===== src/design/cfdp_pkg.sv =====
// ----------------------------------------------------------------------------
// cfdp_pkg: shared types and constants of the complex fused dot product
// Widths, the item and result records and the register map used by the front,
// the queue and the back end.
// ----------------------------------------------------------------------------
package cfdp_pkg;

	// Column store
	localparam int NCOLS = 8;
	localparam int IDX_W = (NCOLS > 1) ? $clog2(NCOLS) : 1;
	localparam int COL_W = 3;

	// Queue between front and back
	localparam int FIFO_DEPTH = 4;
	localparam int PTR_W      = $clog2(FIFO_DEPTH);
	localparam int CNT_W      = PTR_W + 1;

	// Datapath widths
	localparam int Y_W      = 16;             // Q1.15 sample
	localparam int OP_W     = Y_W + 1;        // operand after conjugation
	localparam int PROD_W   = 2 * OP_W;       // operand product
	localparam int PSUM_W   = PROD_W + 1;     // complex product part
	localparam int ACC_W    = 48;             // column accumulator
	localparam int ACC_LO_W = 16;             // low slice of accumulator split
	localparam int ACC_HI_W = ACC_W - ACC_LO_W;
	localparam int HPROD_W  = Y_W + ACC_HI_W;
	localparam int LPROD_W  = Y_W + ACC_LO_W + 1;
	localparam int HSUM_W   = HPROD_W + 1;
	localparam int LSUM_W   = LPROD_W + 1;
	localparam int SUM_W    = 67;             // exact finish sum
	localparam int FRAC_SH  = 30;             // Q.45 back to Q1.15
	localparam int BETA_SH  = 15;             // Q.30 up to Q.45
	localparam int Q_W      = SUM_W - FRAC_SH;

	localparam logic signed [SUM_W-1:0] ROUND_BIAS = SUM_W'(1) << (FRAC_SH - 1);
	localparam logic signed [Q_W-1:0]   Q_MAX = Q_W'(32767);
	localparam logic signed [Q_W-1:0]   Q_MIN = -(Q_W'(32768));
	localparam logic signed [Y_W-1:0]   Y_MAX = 16'sh7FFF;
	localparam logic signed [Y_W-1:0]   Y_MIN = 16'sh8000;
	localparam logic signed [ACC_W-1:0] ACC_MAX = {1'b0, {(ACC_W-1){1'b1}}};
	localparam logic signed [ACC_W-1:0] ACC_MIN = {1'b1, {(ACC_W-1){1'b0}}};

	// Stream widths
	localparam int S_TDATA_W = 104;
	localparam int M_TDATA_W = 40;
	localparam int CFG_IDX_W = 3;
	localparam int CFG_W     = 16;

	typedef logic [IDX_W-1:0] idx_t;
	typedef logic [PTR_W-1:0] ptr_t;
	typedef logic [CNT_W-1:0] cnt_t;

	typedef enum logic {
		MODE_ACC = 1'b0,
		MODE_FIN = 1'b1
	} mode_t;

	typedef enum logic [CFG_IDX_W-1:0] {
		REG_CONJ_A   = 3'd0,
		REG_CONJ_X   = 3'd1,
		REG_ALPHA_RE = 3'd2,
		REG_ALPHA_IM = 3'd3,
		REG_BETA_RE  = 3'd4,
		REG_BETA_IM  = 3'd5
	} reg_idx_t;

	typedef struct packed {
		logic                  conj_a;
		logic                  conj_x;
		logic signed [Y_W-1:0] alpha_re;
		logic signed [Y_W-1:0] alpha_im;
		logic signed [Y_W-1:0] beta_re;
		logic signed [Y_W-1:0] beta_im;
	} cfg_t;

	// Input transaction as it arrives on the stream
	typedef struct packed {
		mode_t                 mode;
		logic [COL_W-1:0]      col;
		logic signed [Y_W-1:0] a_re;
		logic signed [Y_W-1:0] a_im;
		logic signed [Y_W-1:0] x_re;
		logic signed [Y_W-1:0] x_im;
		logic signed [Y_W-1:0] y_re;
		logic signed [Y_W-1:0] y_im;
	} raw_t;

	// Classified item, conjugation already applied
	typedef struct packed {
		mode_t                  mode;
		idx_t                   col;
		logic signed [Y_W-1:0]  a_re;
		logic signed [OP_W-1:0] a_im;
		logic signed [Y_W-1:0]  x_re;
		logic signed [OP_W-1:0] x_im;
		logic signed [Y_W-1:0]  y_re;
		logic signed [Y_W-1:0]  y_im;
	} item_t;

	typedef struct packed {
		idx_t                  col;
		logic signed [Y_W-1:0] y_re;
		logic signed [Y_W-1:0] y_im;
		logic                  sat;
	} result_t;

endpackage


===== src/design/cfdp_fifo.sv =====
// ----------------------------------------------------------------------------
// cfdp_fifo: item queue
// Short first-in first-out buffer between the front stage and the back end.
// ----------------------------------------------------------------------------
module cfdp_fifo (
	input  logic            clk,
	input  logic            arst_n,
	input  logic            push,
	input  cfdp_pkg::item_t push_item,
	output logic            full,
	input  logic            pop,
	output cfdp_pkg::item_t head,
	output logic            empty
);

	cfdp_pkg::item_t mem_q [cfdp_pkg::FIFO_DEPTH];
	cfdp_pkg::ptr_t  wr_ptr_q;
	cfdp_pkg::ptr_t  rd_ptr_q;
	cfdp_pkg::cnt_t  count_q;

	assign full  = count_q == cfdp_pkg::CNT_W'(cfdp_pkg::FIFO_DEPTH);
	assign empty = count_q == '0;
	assign head  = mem_q[rd_ptr_q];

	// Storage
	always_ff @(posedge clk) begin
		if (push) begin
			mem_q[wr_ptr_q] <= push_item;
		end
	end

	// Pointers and fill level
	always_ff @(posedge clk or negedge arst_n) begin
		if (!arst_n) begin
			wr_ptr_q <= '0;
			rd_ptr_q <= '0;
			count_q  <= '0;
		end else begin
			if (push) begin
				wr_ptr_q <= wr_ptr_q + 1'b1;
			end
			if (pop) begin
				rd_ptr_q <= rd_ptr_q + 1'b1;
			end
			unique case ({push, pop})
				2'b10: begin
					count_q <= count_q + 1'b1;
				end
				2'b01: begin
					count_q <= count_q - 1'b1;
				end
				default: begin
					count_q <= count_q;
				end
			endcase
		end
	end

endmodule


===== config.mk =====
export PLATFORM = sky130hd
export DESIGN_NAME = cfdp_fifo
export DESIGN_NICKNAME = d
export VERILOG_FILES = /design/src/design/cfdp_pkg.sv /design/src/design/cfdp_fifo.sv
export SDC_FILE = /design/constraint.sdc
export NUM_CORES = 1
export LEC_CHECK = 0
export ABC_AREA = 1
export BUFFER_PORTS_ARGS = -buffer_cell sky130_fd_sc_hd__buf_2
export CAP_MARGIN = 20
export CORE_MARGIN = 3
export CORE_UTILIZATION = 40
export DETAILED_ROUTE_END_ITERATION = 12
export HOLD_SLACK_MARGIN = 0.12
export PLACE_DENSITY = 0.54
export SLEW_MARGIN = 5
export SYNTH_ARGS = -nofsm -noshare
export SYNTH_HDL_FRONTEND = slang
export SYNTH_SLANG_ARGS = --single-unit

===== constraint.sdc =====
create_clock -name clk -period 6.3 [get_ports clk]
set_input_delay 1.26 -clock clk [delete_from_list [all_inputs] [get_ports clk]]
set_output_delay 1.26 -clock clk [all_outputs]
set_load 0.01 [all_outputs]

==> impl_metrics.tcl <==
set metrics [dict create \
    outcome "completed" \
    cts_max_level 2 \
    synth_nets 1351 \
    grt_max_degree 170 \
    power_frac_comb_pct 36.5 \
    initial_core_util_pct 40.8 \
    syn_avg_cell_area_um2 14.3 \
    yosys-top-cells-count "edfxtp_1, nand2_1, inv_1" \
    synth_area_leaders "edfxtp_1, o211ai_2, nand2_1, inv_1, buf_6" \
    rsz0062_at_grt "false" \
    switching_power_mw 3.51 \
    synthCells 1239 \
    crit_arrival_ns 3.20 \
    power_leakage_nw 8.20 \
    yosys_warnings 0 \
    numCtsBuffers 45 \
    via_count 9690 \
    synth.most_common_cell "edfxtp_1" \
    die_y_um 216 \
    dr_wl_met3_um 1730 \
    seq_area_um2 12400 \
    track_usage_pct 15.5 \
    fin_crit_ns 4.46 \
    antenna_found_initial 8 \
    fp.dieArea_um2 46900 \
    irDropWorstVdd_uv 390 \
    critPathMaxFanout 54 \
    met2_length_um 17800 \
    n_fill_cell 3874 \
    synthXorXnorAreaFrac_pct 0.198 \
    tightest_slew_ns 1.07 \
    clock-root-buffer "clkbuf_16" \
    cp-end-kind "primary output" \
    nNetsFinal 1552 \
    cp.required_ns 5.04 \
    finalWirelength_um 36400 \
    synth_ff_type "edfxtp_1" \
    finalNonFillerCells 2056 \
    max-cap-violations 0 \
    power_density_nw_per_um2 473 \
    finalSetupTns_ns 0 \
    total_power_mw 9.60 \
    swShare_pct 36.6 \
    dr.max_layer_used "met5" \
    multiInputGateArea_um2 3830 \
    ant_nets 0 \
    vias_per_cell 4.71 \
    cts_tree "done" \
    async_flop_share_pct 1.69 \
    yosys.area.top_type "edfxtp_1" \
    cts_hold_buf 0 \
    numPlacedInstances 1978 \
    synth-compound-area-share_pct 14.1 \
    gp_congestion 0.696 \
    cts_setup_buffers 0 \
    area_growth_pct 14.6 \
    cts_num_sinks 415 \
    min-delay-path-class "reg2reg" \
    cts.repair.resized 0 \
    ys_seq_elements 415 \
    ioPinCount 210 \
    synth-edff-count 408 \
    finalCritPeriodShare_pct 70.8 \
    seqPwrFrac_pct 39.3 \
    overflow 0 \
    synth-seq-area-share_pct 70.1 \
    clk_path_buf_depth 3 \
    placementRows 76 \
    design_area_um2 20300 \
    port-buffer-count 209 \
    die_w_um 216 \
    hold_viol 0 \
    first_pass_iters 5 \
    yosys.area_share.simple_pct 6.83 \
    synthAdderAreaFrac_pct 0.466 \
    synth_top_area_share_pct 69.1 \
    wl_met1_um 15900 \
    finClkSkew_ns 0.0210 \
    muxShareOfSynthArea_pct 0 \
    clockPowerShare_pct 24.2 \
    drc_errors 0 \
    path_class "reg2out" \
    slew_violations 0 \
    synth_top_family_by_area "compound AO/OA/AOI/OAI gates" \
    crit_path_start_kind "flop" \
    synthDistinctLibCells 22 \
    drive_gt1_share_pct 32.7 \
    setup_viol_count_final 0 \
    power.internal_mw 6.09 \
    avgRoutedWirePerCell_um 17.7 \
    dp_hpwl_um 20500 \
    fmax_ghz 0.224 \
    coreArea_um2 43500 \
    grt_pass1_wl_um 56600 \
    drtIter0Drc 503 \
    grt_pass1_vias 9918 \
    path_clk_slew_ns 0.06 \
    clkLatencyLatePin_ns 0.56 \
    relSlewSlack_pct 28.5 \
    post_synth_instance_area_um2 17700 \
    post_dp_cell_area_um2 19000 \
]
power by group through the flow:
stage          clock [mW]  sequential [mW]  combinational [mW]
2_1_floorplan           0             3.83                2.66
3_3_place_gp            0             3.81                3.59
3_5_place_dp            0             3.83                3.63
4_1_cts              2.41             3.77                3.63
5_1_grt              2.51             3.81                3.90
6_report             2.32             3.77                3.51
layout by cell type (no fill, tap or decap), drive strengths merged:
master,instances
nand2,317
fa,1
buf,223
xnor2,1
xor2,3
ha,5
o21ai,2
inv,220
nor3,2
nand3,1
clkinv,20
edfxtp,408
o211ai,204
dfrtp,7
diode,2
clkbuf,52
nand4,1
clkinvlp,2
per-layer routing:
layer | vias to the layer above | GRT usage [%]
met2 | 166 | 26.4
met4 | 10 | 4.73
met3 | 63 | 3.70
met1 | 4737 | 19.7
met5 | - | 0
li1 | 4714 | -
final cells by class:
type,count,share of cell area [%]
Sequential cell,415,61.2
Multi-Input combinational cell,537,18.9
Timing Repair Buffer,223,5.89
Clock buffer,52,5.68
Inverter,218,4.10
Tap cell,585,3.60
Clock inverter,24,0.592
Antenna cell,2,0.0246
worst max-delay path: stages, from the launching register on:
cell and delay, ns:
dfrtp_4 0.43, buf_4 0.74, buf_4 0.93, o211ai_2 0.20, nand2_1 0.12, buf_2 0.13
path summary, 6_finish.rpt:
kind / end / start / depth (start not counted) / slack [ns]
max: head[82] / rd_ptr_q[1] / 5 / 1.84
min: count_q[2] / count_q[2] / 2 / 0.50
max reg2reg: mem_q[0][82] / wr_ptr_q[0] / 5 / 3.70
min reg2reg: count_q[2] / count_q[2] / 2 / 0.50
max in group asynchronous: rd_ptr_q[1] / arst_n / 1 / 5.57
min in group asynchronous: rd_ptr_q[0] / arst_n / 1 / 0.54
sequential cells by signal (all words and copies together), names as in the netlist:
name,cells
count_q,3
wr_ptr_q,2
rd_ptr_q,2
mem_q,408
through the flow:
| step | hold WS, ns | util, % | setup slack [ns] |
|---|---|---|---|
| after floorplan | 0.463 | - | 2.29 |
| after global placement | 0.477 | 43.7 | 2.35 |
| after detailed placement | 0.492 | 43.8 | 2.33 |
| after CTS | 0.489 | 46.7 | 1.70 |
| after global routing | 0.506 | 46.7 | 1.59 |
| final | 0.503 | 46.7 | 1.84 |
logic make-up (layout without fill, tap and decap cells):
group           count (synthesis)  in the layout
xor+xnor                        4              4
buf+inv                       287            517
fa+ha+maj                       6              6
other cells                     0              2
compound gates                206            206
simple gates                  321            321
flops                         415            415
Note: power is estimated with default switching activity, not from simulation.
