[config.mk]
export PLATFORM = sky130hd
export DESIGN_NAME = cfdp_front
export DESIGN_NICKNAME = d
export VERILOG_FILES = /design/src/design/cfdp_pkg.sv /design/src/design/cfdp_front.sv
export SDC_FILE = /design/constraint.sdc
export NUM_CORES = 1
export LEC_CHECK = 0
export ABC_AREA = 1
export BUFFER_PORTS_ARGS = -buffer_cell sky130_fd_sc_hd__buf_2
export CAP_MARGIN = 20
export CORE_ASPECT_RATIO = 0.9
export CORE_MARGIN = 5
export CORE_UTILIZATION = 45
export CTS_CLUSTER_SIZE = 40
export DETAILED_ROUTE_END_ITERATION = 12
export MAX_ROUTING_LAYER = met4
export PLACE_DENSITY = 0.95
export SLEW_MARGIN = 25
export SYNTH_ARGS = -nofsm -noshare
export SYNTH_HDL_FRONTEND = slang
export SYNTH_SLANG_ARGS = --single-unit
export TNS_END_PERCENT = 10
[constraint.sdc]
create_clock -name clk -period 12.3 [get_ports clk]
set_input_delay 1.845 -clock clk [delete_from_list [all_inputs] [get_ports clk]]
set_output_delay 1.845 -clock clk [all_outputs]
set_load 0.005 [all_outputs]
[src/design/cfdp_pkg.sv]
// ----------------------------------------------------------------------------
// cfdp_pkg: shared types and constants of the complex fused dot product
// Widths, the item and result records and the register map used by the front,
// the queue and the back end.
// ----------------------------------------------------------------------------
package cfdp_pkg;

	// Column store
	localparam int NCOLS = 8;
	localparam int IDX_W = (NCOLS > 1) ? $clog2(NCOLS) : 1;
	localparam int COL_W = 3;

	// Queue between front and back
	localparam int FIFO_DEPTH = 4;
	localparam int PTR_W      = $clog2(FIFO_DEPTH);
	localparam int CNT_W      = PTR_W + 1;

	// Datapath widths
	localparam int Y_W      = 16;             // Q1.15 sample
	localparam int OP_W     = Y_W + 1;        // operand after conjugation
	localparam int PROD_W   = 2 * OP_W;       // operand product
	localparam int PSUM_W   = PROD_W + 1;     // complex product part
	localparam int ACC_W    = 48;             // column accumulator
	localparam int ACC_LO_W = 16;             // low slice of accumulator split
	localparam int ACC_HI_W = ACC_W - ACC_LO_W;
	localparam int HPROD_W  = Y_W + ACC_HI_W;
	localparam int LPROD_W  = Y_W + ACC_LO_W + 1;
	localparam int HSUM_W   = HPROD_W + 1;
	localparam int LSUM_W   = LPROD_W + 1;
	localparam int SUM_W    = 67;             // exact finish sum
	localparam int FRAC_SH  = 30;             // Q.45 back to Q1.15
	localparam int BETA_SH  = 15;             // Q.30 up to Q.45
	localparam int Q_W      = SUM_W - FRAC_SH;

	localparam logic signed [SUM_W-1:0] ROUND_BIAS = SUM_W'(1) << (FRAC_SH - 1);
	localparam logic signed [Q_W-1:0]   Q_MAX = Q_W'(32767);
	localparam logic signed [Q_W-1:0]   Q_MIN = -(Q_W'(32768));
	localparam logic signed [Y_W-1:0]   Y_MAX = 16'sh7FFF;
	localparam logic signed [Y_W-1:0]   Y_MIN = 16'sh8000;
	localparam logic signed [ACC_W-1:0] ACC_MAX = {1'b0, {(ACC_W-1){1'b1}}};
	localparam logic signed [ACC_W-1:0] ACC_MIN = {1'b1, {(ACC_W-1){1'b0}}};

	// Stream widths
	localparam int S_TDATA_W = 104;
	localparam int M_TDATA_W = 40;
	localparam int CFG_IDX_W = 3;
	localparam int CFG_W     = 16;

	typedef logic [IDX_W-1:0] idx_t;
	typedef logic [PTR_W-1:0] ptr_t;
	typedef logic [CNT_W-1:0] cnt_t;

	typedef enum logic {
		MODE_ACC = 1'b0,
		MODE_FIN = 1'b1
	} mode_t;

	typedef enum logic [CFG_IDX_W-1:0] {
		REG_CONJ_A   = 3'd0,
		REG_CONJ_X   = 3'd1,
		REG_ALPHA_RE = 3'd2,
		REG_ALPHA_IM = 3'd3,
		REG_BETA_RE  = 3'd4,
		REG_BETA_IM  = 3'd5
	} reg_idx_t;

	typedef struct packed {
		logic                  conj_a;
		logic                  conj_x;
		logic signed [Y_W-1:0] alpha_re;
		logic signed [Y_W-1:0] alpha_im;
		logic signed [Y_W-1:0] beta_re;
		logic signed [Y_W-1:0] beta_im;
	} cfg_t;

	// Input transaction as it arrives on the stream
	typedef struct packed {
		mode_t                 mode;
		logic [COL_W-1:0]      col;
		logic signed [Y_W-1:0] a_re;
		logic signed [Y_W-1:0] a_im;
		logic signed [Y_W-1:0] x_re;
		logic signed [Y_W-1:0] x_im;
		logic signed [Y_W-1:0] y_re;
		logic signed [Y_W-1:0] y_im;
	} raw_t;

	// Classified item, conjugation already applied
	typedef struct packed {
		mode_t                  mode;
		idx_t                   col;
		logic signed [Y_W-1:0]  a_re;
		logic signed [OP_W-1:0] a_im;
		logic signed [Y_W-1:0]  x_re;
		logic signed [OP_W-1:0] x_im;
		logic signed [Y_W-1:0]  y_re;
		logic signed [Y_W-1:0]  y_im;
	} item_t;

	typedef struct packed {
		idx_t                  col;
		logic signed [Y_W-1:0] y_re;
		logic signed [Y_W-1:0] y_im;
		logic                  sat;
	} result_t;

endpackage

[src/design/cfdp_front.sv]
// ----------------------------------------------------------------------------
// cfdp_front: input stage
// Takes stream transactions, drops items for columns outside the store,
// applies conjugation and hands the item to the queue.
// ----------------------------------------------------------------------------
module cfdp_front (
	input  logic              clk,
	input  logic              arst_n,
	input  cfdp_pkg::cfg_t    cfg,
	input  logic              in_valid,
	output logic              in_ready,
	input  cfdp_pkg::raw_t    in_raw,
	input  logic              q_full,
	output logic              q_push,
	output cfdp_pkg::item_t   q_item
);

	logic            fr_valid_q;
	cfdp_pkg::item_t fr_item_q;
	cfdp_pkg::item_t item_d;
	logic            in_range;

	// Register frees when its item moves into the queue
	assign q_push   = fr_valid_q && !q_full;
	assign in_ready = !fr_valid_q || q_push;
	assign q_item   = fr_item_q;

	// Classify and conjugate
	always_comb begin
		in_range    = int'(in_raw.col) < cfdp_pkg::NCOLS;
		item_d.mode = in_raw.mode;
		item_d.col  = cfdp_pkg::idx_t'(in_raw.col);
		item_d.a_re = in_raw.a_re;
		item_d.x_re = in_raw.x_re;
		item_d.y_re = in_raw.y_re;
		item_d.y_im = in_raw.y_im;
		if (cfg.conj_a) begin
			item_d.a_im = -$signed({in_raw.a_im[cfdp_pkg::Y_W-1], in_raw.a_im});
		end else begin
			item_d.a_im = $signed({in_raw.a_im[cfdp_pkg::Y_W-1], in_raw.a_im});
		end
		if (cfg.conj_x) begin
			item_d.x_im = -$signed({in_raw.x_im[cfdp_pkg::Y_W-1], in_raw.x_im});
		end else begin
			item_d.x_im = $signed({in_raw.x_im[cfdp_pkg::Y_W-1], in_raw.x_im});
		end
	end

	always_ff @(posedge clk or negedge arst_n) begin
		if (!arst_n) begin
			fr_valid_q <= 1'b0;
		end else if (in_valid && in_ready) begin
			fr_valid_q <= in_range;
		end else if (q_push) begin
			fr_valid_q <= 1'b0;
		end
	end

	always_ff @(posedge clk) begin
		if (in_valid && in_ready) begin
			fr_item_q <= item_d;
		end
	end

endmodule

==> metrics.md, run 1 <==
| Metric | Value |
|---|---|
| Placed Cells | 632 |
| Worst slack on hold paths | 624.3 ps |
| Final-report setup violation count | 0 |
| Sum of negative setup slack | 0 ps |
| Drt total wl | 10260 um |
| CTS tree | done |
| Floorplan die width | 110.5 um |
| Arr. time, crit path | 2190 ps |
| Commonest non-fill, non-tap cells in the layout | 209 x sky130_fd_sc_hd__buf_2, 102 x sky130_fd_sc_hd__edfxtp_1, 67 x sky130_fd_sc_hd__nand2_1, 29 x sky130_fd_sc_hd__inv_1, 26 x sky130_fd_sc_hd__nor2_1 |
| Number of antenna repair diodes | 0 |
| Reported max-cap violation count | 0 |
| Max Transition Viols Final | 0 |
| Final setup skew | 7.451 ps |
| Critical path class | in2out |
| Post-Syn Area | 4086 um2 |
| Kind of start point of the critical path | input pin |
| Area enclosed by the die boundary | 11090 um2 |
| 1st-iter DRT viols | 156 |
| Relative contribution of the clock network to total power | 30.1% |
| Crit path max-delay family | buffers and inverters |
| Worst IR drop on VDD | 65.34 uV |
| Power dissipated by switching net loads | 170.0 uW |
| Count of endpoints failing hold in the final timing report | 0 |
| Share of power burned in registers | 58.2% |
| Area of the core region | 9001 um2 |
| Number of antenna violations at the first check in global routing | 0 |
| Crit path cell chain | buf_2 > nand2_1 > buf_2 |
| Clk sinks | 103 |
| Flop and latch count out of synthesis | 103 |
| Per-cell routed wire length | 15.81 um |
| Pin count of the biggest net entering global routing | 74 |
| Setup repair after global routing missed its margin | no |
| Post-CTS Hold Fix Bufs | 0 |
| Number of cells upsized or downsized after cts | 0 |
| Drt first pass iters | 4 |
| Pwr/cell area | 130.0 nW/um2 |
| Synthesized netlist net count | 476 |
| Via count normalized by instance count | 4.713 |
| Fmax | 247.8 MHz |
| Weighted congestion reported at the end of routability-driven placement | 0.8688 |
| Worst hold-check path type | reg2reg |
| Post-route ant nets | 0 |
| Post-synthesis cell count | 304 |
| Buffers inserted during post-CTS setup optimization | 0 |
| Portion of total power attributed to combinational logic | 11.7% |
| Synthesis-to-finish area growth | 34.78% |
| Number of buffers created by CTS | 9 |
| WP buf/inv | 2 |
| Worst rel slew slack | 41.68% |
| Root Buffer | sky130_fd_sc_hd__clkbuf_8 |
| Floorplan row count | 33 |
| Vias in the first global route | 3028 |
| Input/output buffers | 209 |
| Level count of the clock H-tree | 3 |
| Worst-path clk slew | 90 ps |
| Clock Latency Late Sink | 360 ps |
| Top Ports | 274 |
| Crit path top cell by count | sky130_fd_sc_hd__buf_2 |
| Endpoint class of the critical path | output port |
| Critical Path RT | 10450 ps |
| Post-synthesis cell type with the largest combined area | sky130_fd_sc_hd__edfxtp_1 |
| Initial Utilization | 45.40% |
| Die outline height | 100.4 um |
| Dpl hpwl | 8147 um |
| Total grt overflow | 0 |
| Leakage power | 0.002484 uW |
| Most common library cell in the layout ignoring fill and taps | sky130_fd_sc_hd__buf_2 |
| Register area share after synthesis | 75.57% |
| Detailed-route DRC error count | 0 |
| Maximum buffer depth of the clock tree | 2 |
| Nets | 694 |
| Fill cells | 702 |
| CP max stage delay | 130 ps |
| Slowest cell on crit path | sky130_fd_sc_hd__buf_2 |
| Average footprint of a synthesized cell | 13.44 um2 |
| Worst-Margin Slew | 874.7 ps |
| Status | finished, final reports clean |
| Proportion of layout cells with a drive suffix above 1 | 46.87% |
| Synth top area share | 74.95% |
| Switch share | 23.75% |
| Dominant cells by area after synthesis | sky130_fd_sc_hd__edfxtp_1 75%, sky130_fd_sc_hd__nand2_1 6.2%, sky130_fd_sc_hd__inv_1 2.7% |
| Number of distinct library cell variants in the gate-level netlist after synthesis | 26 |
| Crit Path Max Fanout | 3 |
| Internal | 546.0 uW |
| Yosys warning count | 0 |
| Global-route usage over all layers | 18.77% |
| Non-filler instance count after layout | 649 |
| Clock period minus final worst setup slack | 4036 ps |
| Share of the clock period used by the worst path after layout | 32.81% |
| Total vias in the final route | 3059 |
| Wire length of the first global-routing pass | 15860 um |
layer usage:
layer | track usage, % | share of wire, %
met1 | 21.56 | 38
met5 | - | 0
met2 | 32.46 | 53
met3 | 5.666 | 7.3
met4 | 4.924 | 1.2
worst min-delay path: stages, from the launching register on:
cell and delay (ps):
sky130_fd_sc_hd__dfrtp_1 430, sky130_fd_sc_hd__nand2_1 100, sky130_fd_sc_hd__nand2_1 60
final timing paths:
kind	startpoint	end	slack [ps]	cells past startpoint
setup / recovery	q_full	in_ready	8260	3
hold / removal	fr_valid_q	fr_valid_q	620	2
setup reg to reg	fr_valid_q	q_item[42]	10230	2
hold reg to reg	fr_valid_q	fr_valid_q	620	2
max in group asynchronous	arst_n	fr_valid_q	10970	1
min in group asynchronous	arst_n	fr_valid_q	1250	1
synthesized netlist by cell type:
cell type / instances
sky130_fd_sc_hd__nand3b_1: 1
sky130_fd_sc_hd__buf_4: 2
sky130_fd_sc_hd__nand2_2: 5
sky130_fd_sc_hd__o21ai_1: 3
sky130_fd_sc_hd__buf_2: 1
sky130_fd_sc_hd__nor2_1: 26
sky130_fd_sc_hd__edfxtp_1: 102
sky130_fd_sc_hd__nand2_1: 67
sky130_fd_sc_hd__nand4_1: 8
sky130_fd_sc_hd__nand3_1: 18
sky130_fd_sc_hd__buf_6: 1
sky130_fd_sc_hd__nor2_2: 6
sky130_fd_sc_hd__nand2_4: 3
sky130_fd_sc_hd__xor2_1: 11
sky130_fd_sc_hd__nor3_1: 1
sky130_fd_sc_hd__inv_1: 29
sky130_fd_sc_hd__o21ai_0: 5
sky130_fd_sc_hd__nand3_2: 1
sky130_fd_sc_hd__nor2_4: 1
sky130_fd_sc_hd__dfrtp_1: 1
sky130_fd_sc_hd__o21ai_2: 1
sky130_fd_sc_hd__inv_2: 2
sky130_fd_sc_hd__ha_1: 2
sky130_fd_sc_hd__inv_4: 1
sky130_fd_sc_hd__a21oi_1: 1
sky130_fd_sc_hd__xnor2_1: 5
power groups by stage:
stage               sequential [uW]  clock, uW  combinational, uW
floorplan                       432          0               31.1
global route                    419        242               92.5
CTS                             417        224               83.2
detailed placement              425          0               83.1
finish                          417        215               83.8
global placement                424          0               79.3
area by class of cell:
class	instances	area (um2)	share of cell area [%]
Timing Repair Buffer	211	1081	19.63
Multi-Input combinational cell	165	855.8	15.54
Tap cell	122	152.6	2.771
Clock inverter	6	80.08	1.454
Inverter	32	122.6	2.226
Sequential cell	103	3088	56.07
Clock buffer	10	127.6	2.317
kinds of logic (layout without fill, tap and decap cells):
kind of cell	after synthesis	count (layout)	share of synthesized area (%)
AOI/OAI and AO/OA	10	10	1.316
xor gates and xnor gates	16	16	3.429
adders and majority gates	2	2	0.6123
buffers and inverters	36	259	3.766
DFF	103	103	75.57
and+or+nand+nor	137	137	15.31
per-stage QoR:
stage,setup slack (ps),total power [uW],area (um2),utilization (%)
6_report,8264,716.0,5508,61.19
5_1_grt,8238,753.7,5508,61.19
4_1_cts,8275,725.0,5480,60.88
3_5_place_dp,8221,508.5,5273,58.58
3_3_place_gp,8286,503.7,5273,58.58
2_1_floorplan,4896,463.0,4086,-
state kept, by name, indices dropped and copies added (netlist names):
register	count
q_item	102
fr_valid_q	1
Note: power is estimated with default switching activity, not from simulation.
==> run 2, diff against run 1 <==
--- a/config.mk
+++ b/config.mk
@@ -5,16 +5,16 @@
 export SDC_FILE = /design/constraint.sdc
 export NUM_CORES = 1
 export LEC_CHECK = 0
-export ABC_AREA = 1
+export ABC_AREA = 0
 export BUFFER_PORTS_ARGS = -buffer_cell sky130_fd_sc_hd__buf_2
 export CAP_MARGIN = 20
 export CORE_ASPECT_RATIO = 0.9
 export CORE_MARGIN = 5
-export CORE_UTILIZATION = 45
+export CORE_UTILIZATION = 37
 export CTS_CLUSTER_SIZE = 40
 export DETAILED_ROUTE_END_ITERATION = 12
 export MAX_ROUTING_LAYER = met4
-export PLACE_DENSITY = 0.95
+export PLACE_DENSITY = 0.89
 export SLEW_MARGIN = 25
 export SYNTH_ARGS = -nofsm -noshare
 export SYNTH_HDL_FRONTEND = slang
==> constraint.sdc (replaced) <==
create_clock -name clk -period 3.3 [get_ports clk]
set_input_delay 0.495 -clock clk [delete_from_list [all_inputs] [get_ports clk]]
set_output_delay 0.495 -clock clk [all_outputs]
set_load 0.005 [all_outputs]
==> metrics.md, run 2 <==
| Metric | Value |
|---|---|
| Floorplan die width | 116.6 um (+5.6%) |
| Total vias in the final route | 2578 (-16%) |
| Dominant cells by area after synthesis | sky130_fd_sc_hd__edfxtp_1 81%, sky130_fd_sc_hd__xnor2_1 6.5%, sky130_fd_sc_hd__or4_4 1.8% |
| Initial Utilization | 37.40% (-8.0 points) |
| Most common library cell in the layout ignoring fill and taps | sky130_fd_sc_hd__buf_2 |
| Via count normalized by instance count | 4.662 (-1.1%) |
| Reported max-cap violation count | 0 (unchanged) |
| Synth top area share | 80.95% (+6.0 points) |
| Critical Path RT | 3380 ps (-7070 ps) |
| Detailed-route DRC error count | 0 (unchanged) |
| Kind of start point of the critical path | input pin |
| Count of endpoints failing hold in the final timing report | 0 (unchanged) |
| Level count of the clock H-tree | 3 (unchanged) |
| Number of distinct library cell variants in the gate-level netlist after synthesis | 23 (-12%) |
| Status | finished, final reports clean |
| Wire length of the first global-routing pass | 13830 um (-13%) |
| Total grt overflow | 0 (unchanged) |
| Crit. path cell count | 5 (+2) |
| Setup crit end | q_item[45] |
| Worst IR drop on VDD | 243.4 uV (+270%) |
| Weighted congestion reported at the end of routability-driven placement | 0.7871 (-9.4%) |
| Post-synth EDFFs | 102 (unchanged) |
| 1st-iter DRT viols | 200 (+28%) |
| Worst-Margin Slew | 621.0 ps (-253.8 ps) |
| Floorplan row count | 35 (+6.1%) |
| Worst reg2reg setup slack | 1520 ps (-8710 ps) |
| Nets | 591 (-15%) |
| Number of antenna violations at the first check in global routing | 0 (unchanged) |
| Number of buffers created by CTS | 9 (unchanged) |
| Worst R2R End | q_item[26] |
| Global-route usage over all layers | 15.09% (-3.7 points) |
| Sum of negative setup slack | 0 ps (unchanged) |
| Slowest cell on crit path | sky130_fd_sc_hd__or4_1 |
| Crit path cell chain | buf_2 > or4_1 > or4_4 > o41ai_2 > xnor2_1 |
| Synthesized netlist net count | 373 (-22%) |
| Register area share after synthesis | 81.61% (+6.0 points) |
| Drt total wl | 9553 um (-6.9%) |
| Number of cells upsized or downsized after cts | 0 (unchanged) |
| Worst slack on hold paths | 321.6 ps (-302.7 ps) |
| Max Transition Viols Final | 0 (unchanged) |
| Synthesis-to-finish area growth | 40.18% |
| Post-synth ARST share | 0.9709% (unchanged) |
| Proportion of layout cells with a drive suffix above 1 | 55.90% (+9.0 points) |
| Leading cell type by number of instances after synthesis | sky130_fd_sc_hd__edfxtp_1 |
| Clk sinks | 103 (unchanged) |
| Critical path class | in2reg |
| WP buf/inv | 1 (-1) |
| Worst rel slew slack | 58.60% (+17 points) |
| Ranking of synthesized cells by instance count | 102 x sky130_fd_sc_hd__edfxtp_1, 28 x sky130_fd_sc_hd__xnor2_1, 11 x sky130_fd_sc_hd__nand2_1, 8 x sky130_fd_sc_hd__o21ai_0 |
| Share of the clock period used by the worst path after layout | 59.25% |
| Endpoint class of the critical path | flip-flop |
| Largest register FFs | 102 (unchanged) |
| Maximum buffer depth of the clock tree | 2 (unchanged) |
| Worst-path clk slew | 80 ps (about the same) |
| Setup repair after global routing missed its margin | no |
| Clock period minus final worst setup slack | 1955 ps |
| Post-synthesis cell type with the largest combined area | sky130_fd_sc_hd__edfxtp_1 |
| Vias in the first global route | 2676 (-12%) |
| Drt first pass iters | 4 (unchanged) |
| Leakage power | 0.002178 uW (-12%) |
| Post-Syn Area | 3784 um2 (-7.4%) |
| Per-cell routed wire length | 17.27 um (+9.3%) |
| Area enclosed by the die boundary | 12350 um2 (+11%) |
| Final-report setup violation count | 0 (unchanged) |
| Arr. time, crit path | 2040 ps (-150 ps) |
| Crit Path Max Fanout | 5 (+2) |
| GR met2 Demand/Resource | 27.37% (-5.1 points) |
| Number of antenna repair diodes | 0 (unchanged) |
| Input/output buffers | 209 (unchanged) |
| Worst hold-check path type | in2reg |
| Startpoint of the worst setup timing path | in_raw[37] |
| Pin count of the biggest net entering global routing | 59 (-20%) |
| Fill cells | 843 (+20%) |
| Commonest non-fill, non-tap cells in the layout | 209 x sky130_fd_sc_hd__buf_2, 102 x sky130_fd_sc_hd__edfxtp_1, 28 x sky130_fd_sc_hd__xnor2_1, 11 x sky130_fd_sc_hd__nand2_1, 9 x sky130_fd_sc_hd__clkbuf_16 |
| Flip-flop cell with the highest count after synthesis | sky130_fd_sc_hd__edfxtp_1 |
| Met1 global-route usage | 16.43% (-5.1 points) |
| Worst R2R Path Depth | 3 (+1) |
| Crit path max-delay family | simple AND/OR/NAND/NOR gates |
| Top Ports | 274 (unchanged) |
| Critical register-to-register path startpoint | fr_valid_q |
| Average footprint of a synthesized cell | 18.82 um2 (+40%) |
| Tot Pwr | 2862 uW (+300%) |
| Yosys warning count | 0 (unchanged) |
| Die outline height | 105.9 um (+5.5%) |
| Fmax | 511.5 MHz |
| CP max stage delay | 550 ps (+420 ps) |
| Dpl hpwl | 7533 um (-7.5%) |
| Clock Latency Late Sink | 340 ps (-20 ps) |
| Most Crowded Layer GR | met2 |
| Pwr/cell area | 539.6 nW/um2 (+320%) |
| Post-route ant nets | 0 (unchanged) |
| Final setup skew | 8.090 ps (+0.6383 ps) |
| Global-route track usage on met3 | 2.960% (-2.7 points) |
| Flop and latch count out of synthesis | 103 (unchanged) |
| Area of the core region | 10120 um2 (+12%) |
| Root Buffer | sky130_fd_sc_hd__clkbuf_16 |
| CTS tree | done |
| Post-synthesis cell count | 201 (-34%) |
[run 2: changes by cell type after synthesis, sizes merged, moves of 8 or more]
cell	change
xor2	-11
xnor2	+23
o31ai	+10
nand2	-64
inv	-25
nand4	-8
nand3	-17
nor2	-30
[run 2: per-layer routing]
layer  routed length (um)  vias up
met5                    0        -
met4                  142        0
met3                  889       11
met2                 5124      112
met1                 3397     1241
li1                     -     1214
[run 2: repair_timing]
| action | 4_1_cts | 5_1_grt |
|---|---|---|
| endpoints found under the setup margin | 0 | 0 |
| endpoints found under the hold margin | 1 | 0 |
| setup buffers | 0 | 0 |
| hold buffers | 1 | 0 |
[run 2: final cells by class]
cell class                      count  area [um2]  area share [%]
Sequential cell                   103        3088           58.22
Clock inverter                      7       70.07           1.321
Inverter                            7       26.28          0.4954
Timing Repair Buffer              211        1076           20.29
Clock buffer                        9       225.2           4.246
Multi-Input combinational cell     87       656.9           12.38
Tap cell                          129       161.4           3.043
[run 2: worst reg2reg max path: cells and delay by family (launching register included)]
kind,cells,cell delay (ps)
buffers and inverters,1,380
flip-flops,1,380
AND/OR/NAND/NOR,2,650
[run 2: where the power goes]
group / internal, uW / switching, uW
Clock: 534 / 497
Sequential: 1540 / 19.0
Combinational: 131 / 143
[run 2: how the worst min path moves through the flow]
stage,end,cells after the start,from,slack [ps]
after global placement,fr_valid_q,1,arst_n,270
after CTS,q_item[62],1,in_raw[61],310
after global routing,q_item[56],1,in_raw[55],310
after floorplan,fr_valid_q,0,arst_n,200
after detailed placement,fr_valid_q,1,arst_n,270
final,q_item[0],1,in_raw[0],320
[run 2: cell families after synthesis]
family	count (synthesis)	synth area share, %
DFF	103	81.61
and+or+nand+nor	29	4.597
AOI/OAI and AO/OA	28	5.556
xor gates and xnor gates	28	6.482
buffers and inverters	11	1.091
adders and majority gates	2	0.6613
[run 2: per-stage QoR]
step	worst slack [ps]	cells	area [um2]	utilization [%]
finish	1345	553	5304	52.43
global route	1282	553	5304	52.43
CTS	1354	553	5304	52.43
detailed placement	986.7	536	4999	49.41
global placement	1029	536	4999	49.41
floorplan	985.8	201	3785	-
